**config.mk**
```make
export PLATFORM = sky130hd
export DESIGN_NAME = arp_responder_with_cache
export DESIGN_NICKNAME = d
export VERILOG_FILES = /design/src/rtl/arpc_pkg.sv /design/src/rtl/arpc_ram.sv /design/src/rtl/arpc_cache.sv /design/src/rtl/arp_responder_with_cache.sv
export SDC_FILE = /design/constraint.sdc
export NUM_CORES = 2
export LEC_CHECK = 0
export BUFFER_PORTS_ARGS = -buffer_cell sky130_fd_sc_hd__buf_4
export CAP_MARGIN = 40
export CORE_ASPECT_RATIO = 0.5
export CORE_MARGIN = 2
export CORE_UTILIZATION = 35
export DETAILED_ROUTE_END_ITERATION = 16
export GPL_ROUTABILITY_DRIVEN = 0
export HOLD_SLACK_MARGIN = 0.06
export SLEW_MARGIN = 15
export SYNTH_ARGS = -nofsm -noshare
export SYNTH_HDL_FRONTEND = slang
export SYNTH_SLANG_ARGS = --single-unit
```
**constraint.sdc**
```tcl
create_clock -name clk -period 22.7 [get_ports clk]
set_input_delay 1.135 -clock clk [delete_from_list [all_inputs] [get_ports clk]]
set_output_delay 1.135 -clock clk [all_outputs]
set_load 0.1 [all_outputs]
```
**src/rtl/arpc_pkg.sv**
```systemverilog
`default_nettype none
// -----------------------------------------------------------------------------
// arpc_pkg: shared types and constants of the ARP responder
// Command, status and opcode codes, cache geometry and the request/result
// structs passed between the top level and the cache engine.
// -----------------------------------------------------------------------------
package arpc_pkg;

	localparam int CACHE_DEPTH = 16;
	localparam int IDX_W       = (CACHE_DEPTH > 1) ? $clog2(CACHE_DEPTH) : 1;

	localparam int IP_W  = 32;
	localparam int MAC_W = 48;

	localparam int CFG_IDX_W  = 1;
	localparam int CFG_DATA_W = 48;
	localparam logic [CFG_IDX_W-1:0] CFG_LOCAL_IP  = 1'd0;
	localparam logic [CFG_IDX_W-1:0] CFG_LOCAL_MAC = 1'd1;

	localparam logic [1:0] CMD_RX     = 2'd0;
	localparam logic [1:0] CMD_LOOKUP = 2'd1;
	localparam logic [1:0] CMD_BUILD  = 2'd2;

	localparam logic [2:0] STAT_OK         = 3'd0;
	localparam logic [2:0] STAT_BAD_HW     = 3'd1;
	localparam logic [2:0] STAT_BAD_PROTO  = 3'd2;
	localparam logic [2:0] STAT_NOT_US     = 3'd3;
	localparam logic [2:0] STAT_REPLY_ABS  = 3'd4;
	localparam logic [2:0] STAT_BAD_OPCODE = 3'd5;

	localparam logic [15:0] HW_ETHERNET = 16'h0001;
	localparam logic [15:0] PROTO_IPV4  = 16'h0800;
	localparam logic [15:0] OP_REQUEST  = 16'd1;
	localparam logic [15:0] OP_REPLY    = 16'd2;

	localparam logic [1:0] FRAME_OP_REQUEST = 2'd1;
	localparam logic [1:0] FRAME_OP_REPLY   = 2'd2;

	localparam logic [MAC_W-1:0] MAC_BCAST = {(MAC_W/8){8'hff}};

	typedef struct packed {
		logic             learn;
		logic [IP_W-1:0]  ip;
		logic [MAC_W-1:0] mac;
	} cache_req_t;

	typedef struct packed {
		logic             hit;
		logic             full;
		logic [MAC_W-1:0] mac;
	} cache_res_t;

	typedef struct packed {
		logic             send_frame;
		logic [2:0]       status;
		logic [MAC_W-1:0] frame_dest_mac;
		logic [1:0]       out_opcode;
		logic [MAC_W-1:0] out_sender_mac;
		logic [IP_W-1:0]  out_sender_ip;
		logic [MAC_W-1:0] out_target_mac;
		logic [IP_W-1:0]  out_target_ip;
		logic             hit;
		logic [MAC_W-1:0] hit_mac;
		logic             table_full;
	} result_t;

endpackage
`default_nettype wire

```
**src/rtl/arpc_ram.sv**
```systemverilog
`default_nettype none
// -----------------------------------------------------------------------------
// arpc_ram: generic single-clock RAM
// One write port, one read port, read data registered.
// -----------------------------------------------------------------------------
module arpc_ram #(
	parameter int WIDTH = 8,
	parameter int DEPTH = 16,
	localparam int AW = (DEPTH > 1) ? $clog2(DEPTH) : 1
) (
	input  wire logic             clk,
	input  wire logic             wr_en,
	input  wire logic [AW-1:0]    wr_addr,
	input  wire logic [WIDTH-1:0] wr_data,
	input  wire logic [AW-1:0]    rd_addr,
	output logic      [WIDTH-1:0] rd_data
);

	logic [WIDTH-1:0] mem [DEPTH];

	always_ff @(posedge clk) begin
		if (wr_en) begin
			mem[wr_addr] <= wr_data;
		end
		rd_data <= mem[rd_addr];
	end

endmodule
`default_nettype wire

```
**src/rtl/arpc_cache.sv**
```systemverilog
`default_nettype none
// -----------------------------------------------------------------------------
// arpc_cache: ARP address cache engine
// Scans every entry of the IP/MAC RAM once per request, tracks the first
// matching and the first free entry, then writes back on a learn request.
// -----------------------------------------------------------------------------
module arpc_cache import arpc_pkg::*; (
	input  wire logic       clk,
	input  wire logic       arst_n,
	input  wire logic       start,
	input  wire cache_req_t req,
	output logic            done,
	output cache_res_t      res
);

	localparam logic [1:0] ST_IDLE = 2'd0;
	localparam logic [1:0] ST_SCAN = 2'd1;
	localparam logic [1:0] ST_DONE = 2'd2;

	localparam logic [IDX_W-1:0] LAST_IDX = IDX_W'(CACHE_DEPTH - 1);

	logic [1:0]             state_q;
	cache_req_t             key_q;
	logic [IDX_W-1:0]       rd_addr_q;
	logic                   issue_q;
	logic                   cmp_s1;
	logic [IDX_W-1:0]       idx_s1;
	logic [CACHE_DEPTH-1:0] valid_q;
	logic                   found_q;
	logic [IDX_W-1:0]       found_idx_q;
	logic [MAC_W-1:0]       found_mac_q;
	logic                   free_q;
	logic [IDX_W-1:0]       free_idx_q;
	cache_res_t             res_q;
	logic                   done_q;

	logic                   wr_en;
	logic [IDX_W-1:0]       wr_addr;
	logic [IP_W+MAC_W-1:0]  rd_data;
	logic [IP_W-1:0]        rd_ip;
	logic [MAC_W-1:0]       rd_mac;
	logic                   match;
	logic                   empty;

	arpc_ram #(
		.WIDTH(IP_W + MAC_W),
		.DEPTH(CACHE_DEPTH)
	) u_ram (
		.clk    (clk),
		.wr_en  (wr_en),
		.wr_addr(wr_addr),
		.wr_data({key_q.ip, key_q.mac}),
		.rd_addr(rd_addr_q),
		.rd_data(rd_data)
	);

	assign rd_ip  = rd_data[IP_W+MAC_W-1:MAC_W];
	assign rd_mac = rd_data[MAC_W-1:0];
	assign match  = cmp_s1 && valid_q[idx_s1] && (rd_ip == key_q.ip);
	assign empty  = cmp_s1 && !valid_q[idx_s1];

	// refresh a matching entry, otherwise fill the lowest free one
	assign wr_en   = (state_q == ST_DONE) && key_q.learn && (found_q || free_q);
	assign wr_addr = found_q ? found_idx_q : free_idx_q;

	always_ff @(posedge clk or negedge arst_n) begin
		if (!arst_n) begin
			state_q <= ST_IDLE;
			issue_q <= 1'b0;
			cmp_s1  <= 1'b0;
			valid_q <= '0;
			found_q <= 1'b0;
			free_q  <= 1'b0;
			done_q  <= 1'b0;
		end else begin
			done_q <= 1'b0;
			cmp_s1 <= issue_q;
			unique case (state_q)
				ST_IDLE: begin
					if (start) begin
						state_q <= ST_SCAN;
						issue_q <= 1'b1;
						found_q <= 1'b0;
						free_q  <= 1'b0;
					end
				end
				ST_SCAN: begin
					if (issue_q && rd_addr_q == LAST_IDX) begin
						issue_q <= 1'b0;
					end
					if (match && !found_q) begin
						found_q <= 1'b1;
					end
					if (empty && !free_q) begin
						free_q <= 1'b1;
					end
					if (cmp_s1 && idx_s1 == LAST_IDX) begin
						state_q <= ST_DONE;
					end
				end
				ST_DONE: begin
					if (key_q.learn && !found_q && free_q) begin
						valid_q[free_idx_q] <= 1'b1;
					end
					done_q  <= 1'b1;
					state_q <= ST_IDLE;
				end
				default: begin
					state_q <= ST_IDLE;
				end
			endcase
		end
	end

	always_ff @(posedge clk) begin
		idx_s1 <= rd_addr_q;
		if (state_q == ST_IDLE && start) begin
			key_q     <= req;
			rd_addr_q <= '0;
		end else if (issue_q && rd_addr_q != LAST_IDX) begin
			rd_addr_q <= rd_addr_q + IDX_W'(1);
		end
		if (match && !found_q) begin
			found_idx_q <= idx_s1;
			found_mac_q <= rd_mac;
		end
		if (empty && !free_q) begin
			free_idx_q <= idx_s1;
		end
		if (state_q == ST_DONE) begin
			res_q.hit  <= found_q;
			res_q.full <= key_q.learn && !found_q && !free_q;
			res_q.mac  <= found_q ? found_mac_q : '0;
		end
	end

	assign done = done_q;
	assign res  = res_q;

endmodule
`default_nettype wire

```
**src/rtl/arp_responder_with_cache.sv**
```systemverilog
`default_nettype none
// -----------------------------------------------------------------------------
// arp_responder_with_cache: ARP responder for one IPv4-over-Ethernet interface
// Takes one command per request and returns exactly one result per request.
// -----------------------------------------------------------------------------
// Usage:
//   Input channel (in_valid/in_stall) carries a command with its fields:
//   a parsed received ARP packet, a cache lookup or a request build.
//   Output channel (out_valid/out_stall) carries the result: an outgoing
//   frame, a status code, a lookup hit and a table-full flag.
//   local_ip and local_mac are set through cfg_write/cfg_index/cfg_data
//   while the block is idle.
//   A packet that passes the type checks and a lookup walk all 16 cache
//   entries through one RAM read port, one entry per cycle, then the packet
//   learns its sender; the result is registered once the scan is done.
//   Other commands skip the cache and go straight to the output register.
//   One request is in flight at a time; in_stall stays high from accept
//   until the result is loaded into the output register.
//   The output register holds its result while out_stall is high; the
//   block takes the next request meanwhile but will not overwrite it.
//   Reset clears the cache valid bits and both config registers.
// -----------------------------------------------------------------------------
module arp_responder_with_cache import arpc_pkg::*; (
	input  wire logic                  clk,
	input  wire logic                  arst_n,
	input  wire logic                  cfg_write,
	input  wire logic [CFG_IDX_W-1:0]  cfg_index,
	input  wire logic [CFG_DATA_W-1:0] cfg_data,
	input  wire logic                  in_valid,
	output logic                       in_stall,
	input  wire logic [1:0]            command,
	input  wire logic [15:0]           hw_type,
	input  wire logic [15:0]           proto_type,
	input  wire logic [15:0]           arp_opcode,
	input  wire logic [MAC_W-1:0]      sender_mac,
	input  wire logic [IP_W-1:0]       sender_ip,
	input  wire logic [IP_W-1:0]       target_ip,
	input  wire logic [IP_W-1:0]       query_ip,
	output logic                       out_valid,
	input  wire logic                  out_stall,
	output logic                       send_frame,
	output logic [2:0]                 status,
	output logic [MAC_W-1:0]           frame_dest_mac,
	output logic [1:0]                 out_opcode,
	output logic [MAC_W-1:0]           out_sender_mac,
	output logic [IP_W-1:0]            out_sender_ip,
	output logic [MAC_W-1:0]           out_target_mac,
	output logic [IP_W-1:0]            out_target_ip,
	output logic                       hit,
	output logic [MAC_W-1:0]           hit_mac,
	output logic                       table_full
);

	localparam logic [1:0] T_IDLE  = 2'd0;
	localparam logic [1:0] T_WAIT  = 2'd1;
	localparam logic [1:0] T_READY = 2'd2;

	logic [1:0]       state_q;
	logic [IP_W-1:0]  local_ip_q;
	logic [MAC_W-1:0] local_mac_q;
	logic             out_valid_q;
	result_t          out_q;

	logic [1:0]       cmd_q;
	logic             type_ok_q;
	logic [2:0]       type_stat_q;
	logic [15:0]      opcode_q;
	logic [MAC_W-1:0] sender_mac_q;
	logic [IP_W-1:0]  sender_ip_q;
	logic [IP_W-1:0]  target_ip_q;

	logic             accept;
	logic             type_ok;
	logic             cache_start;
	cache_req_t       cache_req;
	logic             cache_done;
	cache_res_t       cache_res;
	logic             load;
	result_t          result;

	assign accept  = in_valid && !in_stall;
	assign type_ok = (hw_type == HW_ETHERNET) && (proto_type == PROTO_IPV4);

	assign cache_start   = accept && (((command == CMD_RX) && type_ok) ||
	                                  (command == CMD_LOOKUP));
	assign cache_req.learn = (command == CMD_RX);
	assign cache_req.ip    = (command == CMD_RX) ? sender_ip : query_ip;
	assign cache_req.mac   = sender_mac;

	arpc_cache u_cache (
		.clk   (clk),
		.arst_n(arst_n),
		.start (cache_start),
		.req   (cache_req),
		.done  (cache_done),
		.res   (cache_res)
	);

	assign load     = (state_q == T_READY) && (!out_valid_q || !out_stall);
	assign in_stall = (state_q != T_IDLE);

	always_comb begin
		result = '0;
		case (cmd_q)
			CMD_RX: begin
				if (!type_ok_q) begin
					result.status = type_stat_q;
				end else begin
					result.table_full = cache_res.full;
					if (opcode_q == OP_REQUEST) begin
						if (target_ip_q == local_ip_q) begin
							result.send_frame     = 1'b1;
							result.status         = STAT_OK;
							result.frame_dest_mac = sender_mac_q;
							result.out_opcode     = FRAME_OP_REPLY;
							result.out_sender_mac = local_mac_q;
							result.out_sender_ip  = local_ip_q;
							result.out_target_mac = sender_mac_q;
							result.out_target_ip  = sender_ip_q;
						end else begin
							result.status = STAT_NOT_US;
						end
					end else if (opcode_q == OP_REPLY) begin
						result.status = STAT_REPLY_ABS;
					end else begin
						result.status = STAT_BAD_OPCODE;
					end
				end
			end
			CMD_LOOKUP: begin
				result.hit     = cache_res.hit;
				result.hit_mac = cache_res.mac;
			end
			CMD_BUILD: begin
				result.send_frame     = 1'b1;
				result.frame_dest_mac = MAC_BCAST;
				result.out_opcode     = FRAME_OP_REQUEST;
				result.out_sender_mac = local_mac_q;
				result.out_sender_ip  = sender_ip_q;
				result.out_target_mac = MAC_BCAST;
				result.out_target_ip  = target_ip_q;
			end
			default: begin
				result = '0;
			end
		endcase
	end

	always_ff @(posedge clk or negedge arst_n) begin
		if (!arst_n) begin
			state_q     <= T_IDLE;
			out_valid_q <= 1'b0;
			local_ip_q  <= '0;
			local_mac_q <= '0;
		end else begin
			if (cfg_write) begin
				unique case (cfg_index)
					CFG_LOCAL_IP:  local_ip_q  <= cfg_data[IP_W-1:0];
					CFG_LOCAL_MAC: local_mac_q <= cfg_data[MAC_W-1:0];
					default: begin
					end
				endcase
			end
			if (load) begin
				out_valid_q <= 1'b1;
			end else if (!out_stall) begin
				out_valid_q <= 1'b0;
			end
			unique case (state_q)
				T_IDLE: begin
					if (accept) begin
						state_q <= cache_start ? T_WAIT : T_READY;
					end
				end
				T_WAIT: begin
					if (cache_done) begin
						state_q <= T_READY;
					end
				end
				T_READY: begin
					if (load) begin
						state_q <= T_IDLE;
					end
				end
				default: begin
					state_q <= T_IDLE;
				end
			endcase
		end
	end

	always_ff @(posedge clk) begin
		if (accept) begin
			cmd_q        <= command;
			type_ok_q    <= type_ok;
			type_stat_q  <= (hw_type != HW_ETHERNET) ? STAT_BAD_HW : STAT_BAD_PROTO;
			opcode_q     <= arp_opcode;
			sender_mac_q <= sender_mac;
			sender_ip_q  <= sender_ip;
			target_ip_q  <= target_ip;
		end
		if (load) begin
			out_q <= result;
		end
	end

	assign out_valid      = out_valid_q;
	assign send_frame     = out_q.send_frame;
	assign status         = out_q.status;
	assign frame_dest_mac = out_q.frame_dest_mac;
	assign out_opcode     = out_q.out_opcode;
	assign out_sender_mac = out_q.out_sender_mac;
	assign out_sender_ip  = out_q.out_sender_ip;
	assign out_target_mac = out_q.out_target_mac;
	assign out_target_ip  = out_q.out_target_ip;
	assign hit            = out_q.hit;
	assign hit_mac        = out_q.hit_mac;
	assign table_full     = out_q.table_full;

endmodule
`default_nettype wire

```
==> impl_metrics.xml <==
<?xml version="1.0" encoding="UTF-8"?>
<metrics>
  <group name="synth">
    <metric name="syn-cell-area" unit="sq um">73800</metric>
    <metric name="synth.lib_cells_used.distinct" unit="">47</metric>
    <metric name="synth_cells" unit="">3231</metric>
    <metric name="synth.area.top_cells" unit="">edfxtp_1 (74%), mux4_2 (12%), dfrtp_1 (3.6%)</metric>
    <metric name="synth.avg_cell_area" unit="sq um">22.9</metric>
    <metric name="synth_top_cell_area_share" unit="%">73.8</metric>
    <metric name="synth-warning-count" unit="">0</metric>
    <metric name="synth.net_count" unit="">3480</metric>
    <metric name="number_of_synthesized_flops_with_an_enable_pin" unit="">1816</metric>
    <metric name="synth.largest_area_cell" unit="">edfxtp_1</metric>
    <metric name="async_flop_share" unit="%">5.27</metric>
    <metric name="synthesized_flop_and_latch_total" unit="">2010</metric>
    <metric name="seq_area_frac_synth" unit="%">79.8</metric>
    <metric name="synth_top_flop_cell" unit="">edfxtp_1</metric>
  </group>
  <group name="clock_tree">
    <metric name="cts.sink_count" unit="">2010</metric>
    <metric name="cts_hold_buf" unit="">0</metric>
    <metric name="clock_latency" unit="ns">0.84</metric>
    <metric name="cts_resized" unit="">0</metric>
    <metric name="cts-buffers-inserted" unit="">188</metric>
    <metric name="clock_tree.buffer_depth" unit="">4</metric>
    <metric name="cts_root_buffer" unit="">clkbuf_16</metric>
    <metric name="cts.htree.levels" unit="">4</metric>
    <metric name="worst_setup_hold_path_clk_slew" unit="ns">0.06</metric>
    <metric name="tritoncts_clock_tree" unit="">built</metric>
    <metric name="cts.repair_timing.setup_buffer_count" unit="">0</metric>
  </group>
  <group name="worst_setup_path">
    <metric name="r2r.worst_path.cells" unit="">7</metric>
    <metric name="timing.critical_path.required" unit="ns">23.14</metric>
    <metric name="crit_path_launch_type" unit="">flip-flop</metric>
    <metric name="worst-endpoint-arrival" unit="ns">4.42</metric>
    <metric name="r2r-start" unit="">u_cache.state_q[0]$_DFFE_PN0P_</metric>
    <metric name="r2r_setup_slack" unit="ns">18.72</metric>
    <metric name="critical_path_peak_fanout" unit="">36</metric>
    <metric name="critical_setup_path_class" unit="">flip-flop to flip-flop</metric>
    <metric name="critical_path.endpoint_type" unit="">flip-flop</metric>
    <metric name="worstReg2RegEnd" unit="">u_cache.u_ram.mem[2][5]$_DFFE_PP_</metric>
  </group>
  <group name="floorplanning">
    <metric name="chipWidth" unit="microns">654</metric>
    <metric name="top_level_pins" unit="">514</metric>
    <metric name="std_cell_rows" unit="">119</metric>
    <metric name="die_y" unit="microns">329</metric>
    <metric name="initial_utilization" unit="%">35.1</metric>
    <metric name="fp.dieArea" unit="sq um">215000</metric>
    <metric name="core-area" unit="sq um">210000</metric>
  </group>
  <group name="global_routing">
    <metric name="grt_first_pass_wirelength" unit="microns">259000</metric>
    <metric name="antenna_found_initial" unit="">15</metric>
    <metric name="grt_max_degree" unit="">163</metric>
    <metric name="number_of_global_route_vias_before_repair" unit="">35700</metric>
    <metric name="track_usage" unit="%">16.6</metric>
    <metric name="global_route.usage.met3" unit="%">2.62</metric>
    <metric name="busiest_layer" unit="">met2</metric>
    <metric name="global_route.overflow_total" unit="">0</metric>
    <metric name="use_met1" unit="%">23.0</metric>
    <metric name="grtUsageMet2" unit="%">27.5</metric>
  </group>
  <group name="routing">
    <metric name="postRouteWirelength" unit="microns">181000</metric>
    <metric name="detail-route-antenna-nets" unit="">0</metric>
    <metric name="drt_pass1_iterations" unit="">5</metric>
    <metric name="vias_per_cell" unit="">5.06</metric>
    <metric name="drt_drc_violations_left" unit="">0</metric>
    <metric name="vias" unit="">34500</metric>
    <metric name="post_drt_wl_per_cell" unit="microns">26.6</metric>
    <metric name="dr.first_iter.drc_count" unit="">3404</metric>
  </group>
  <group name="sta">
    <metric name="worst_slew_pin_slew" unit="ns">1.11</metric>
    <metric name="timing_max_transition_violations_final" unit="">0</metric>
    <metric name="max_freq" unit="MHz">251</metric>
    <metric name="rsz0062_at_grt" unit="">false</metric>
    <metric name="fin_tns_setup" unit="ns">0</metric>
    <metric name="worst_slew_margin_relative_to_its_limit" unit="%">25.8</metric>
    <metric name="skew" unit="ns">0.0977</metric>
    <metric name="timing.final.crit_period" unit="ns">3.98</metric>
    <metric name="timing.final.hold_violations" unit="">0</metric>
    <metric name="finalSetupViolations" unit="">0</metric>
    <metric name="worst_hold_slack" unit="ns">0.361</metric>
    <metric name="fin_crit_sh" unit="%">17.5</metric>
  </group>
  <group name="worst_hold_path">
    <metric name="min-delay-path-class" unit="">input pin to async pin</metric>
  </group>
  <group name="run">
    <metric name="max_cap_viol_count" unit="">0</metric>
  </group>
  <group name="place">
    <metric name="dp.final_hpwl" unit="microns">105000</metric>
    <metric name="place.port_buffers" unit="">513</metric>
  </group>
  <group name="final_layout">
    <metric name="flow.area_growth_from_synthesis" unit="%">19.0</metric>
    <metric name="multi_input_combinational_cell_area" unit="sq um">14000</metric>
    <metric name="drive_above_1_share" unit="%">36.1</metric>
    <metric name="nFillCells" unit="">18000</metric>
    <metric name="final_nets" unit="">4078</metric>
    <metric name="area.sequential" unit="sq um">59000</metric>
  </group>
  <group name="power_and_ir_drop">
    <metric name="max-vdd-ir-drop" unit="V">0.000106</metric>
    <metric name="pwr_density_cell" unit="nW/um^2">104</metric>
    <metric name="power.static_leakage" unit="nW">29.9</metric>
  </group>
  <group name="run_status">
    <metric name="run_status" unit="">complete, no violations</metric>
  </group>
</metrics>
## cells in the final DEF (no fill, tap or decap), types with 33 or more instances in the layout
| cell | count |
|---|---|
| and2_1 | 98 |
| a22o_1 | 64 |
| xor2_1 | 62 |
| edfxtp_1 | 1816 |
| dfxtp_1 | 84 |
| dfrtp_1 | 105 |
| mux2_2 | 112 |
| buf_4 | 567 |
| a21o_1 | 48 |
| o21a_1 | 48 |
| clkinv_2 | 33 |
| mux4_2 | 402 |
| clkbuf_1 | 35 |
| clkbuf_16 | 191 |
## how the worst max path moves through the flow
| stage | end | from | slack [ns] |
|---|---|---|---|
| 2_1_floorplan | frame_dest_mac[0]$_DFFE_PP_ | out_stall | 10.32 |
| 3_3_place_gp | u_cache.key_q[20]$_DFFE_PP_ | hw_type[1] | 18.21 |
| 3_5_place_dp | u_cache.u_ram.mem[2][13]$_DFFE_PP_ | u_cache.state_q[0]$_DFFE_PN0P_ | 18.71 |
| 4_1_cts | u_cache.u_ram.mem[2][5]$_DFFE_PP_ | u_cache.state_q[1]$_DFFE_PN0P_ | 18.71 |
| 5_1_grt | u_cache.u_ram.mem[2][5]$_DFFE_PP_ | u_cache.state_q[1]$_DFFE_PN0P_ | 18.53 |
| 6_report | u_cache.u_ram.mem[2][5]$_DFFE_PP_ | u_cache.state_q[0]$_DFFE_PN0P_ | 18.72 |
## metal layers
layer / vias to the layer above / routed length (microns)
li1: 14500 / -
met1: 18700 / 78000
met2: 1039 / 89300
met3: 247 / 10000
met4: 10 / 4060
met5: - / 59
## worst max-delay path, cell delays in order (launching register included)
cell and delay [ns]:
dfrtp_1 0.42, nor2b_4 0.37, o211a_1 0.30, o21ai_0 0.29, buf_2 0.26, nor2_4 0.65, buf_4 0.61, buf_4 0.68
## cell type report
type | instances | share of cell area (%)
clock inverter | 91 | 1.05
timing repair buffer | 607 | 5.88
sequential | 2010 | 67.1
multi-input combinational | 1014 | 15.9
inverter | 8 | 0.0370
antenna | 7 | 0.0199
tap | 2843 | 4.05
clock buffer | 248 | 5.93
## cell usage after synthesis (all sizes together), types with 2 or more instances
master  instances
a22o           64
nand4           7
nand2          17
o21a           48
dfxtp          88
mux4          402
nand2b         10
nor4           24
buf           110
a21o           48
xor2           62
mux2i           5
o221ai          2
a21oi           6
nor3b           4
a31oi           2
and2           99
o21ai           7
nor3            5
o22ai           3
or2             3
o21bai         16
edfxtp       1816
o211ai          2
nor2           35
dfrtp         106
mux2          112
nor2b           4
xnor2           4
and4b           2
nor4b           3
nand3           7
o22a            2
clkbuf         89
inv             8
## kinds of logic (layout without fill, tap and decap cells)
family	Yosys count	after routing	synth area share, %
compound gates	205	205	2.16
xor+xnor	66	66	0.783
simple gates	223	223	1.72
other cells	0	7	0
mux	519	519	14.0
fa+ha+maj	1	1	0.0169
flops	2010	2010	79.8
buf+inv	207	954	1.46
## sequential cells by signal, indices dropped and copies added (netlist names), 16 cells and up
register / flops
frame_dest_mac: 48
hit_mac: 48
local_ip_q: 32
local_mac_q: 48
opcode_q: 16
out_sender_ip: 32
out_sender_mac: 48
out_target_ip: 32
sender_ip_q: 32
sender_mac_q: 48
target_ip_q: 32
u_cache.found_mac_q: 48
u_cache.key_q: 81
u_cache.res: 50
u_cache.u_ram.mem: 1280
u_cache.u_ram.rd_data: 80
u_cache.valid_q: 16
## power breakdown
part | internal (mW) | switching (mW) | total (mW) | leakage, nW
Sequential | 4.26 | 0.102 | 4.36 | 18.4
Clock | 1.80 | 1.36 | 3.16 | 3.01
Combinational | 0.305 | 1.30 | 1.61 | 8.48
Total | 6.36 | 2.76 | 9.12 | 29.9
## per-stage QoR
step | std cells | utilization (%) | cell area [sq um] | total power [mW] | worst slack [ns]
after floorplan | 3231 | - | 73800 | 5.71 | 10.32
after global placement | 6449 | 38.5 | 81000 | 6.02 | 18.21
after detailed placement | 6473 | 38.8 | 81500 | 6.05 | 18.71
after CTS | 6812 | 41.7 | 87700 | 9.20 | 18.71
after global routing | 6827 | 41.8 | 87900 | 9.40 | 18.53
final | 6828 | 41.8 | 87900 | 9.12 | 18.72
Power figures use the tool's default switching activity.
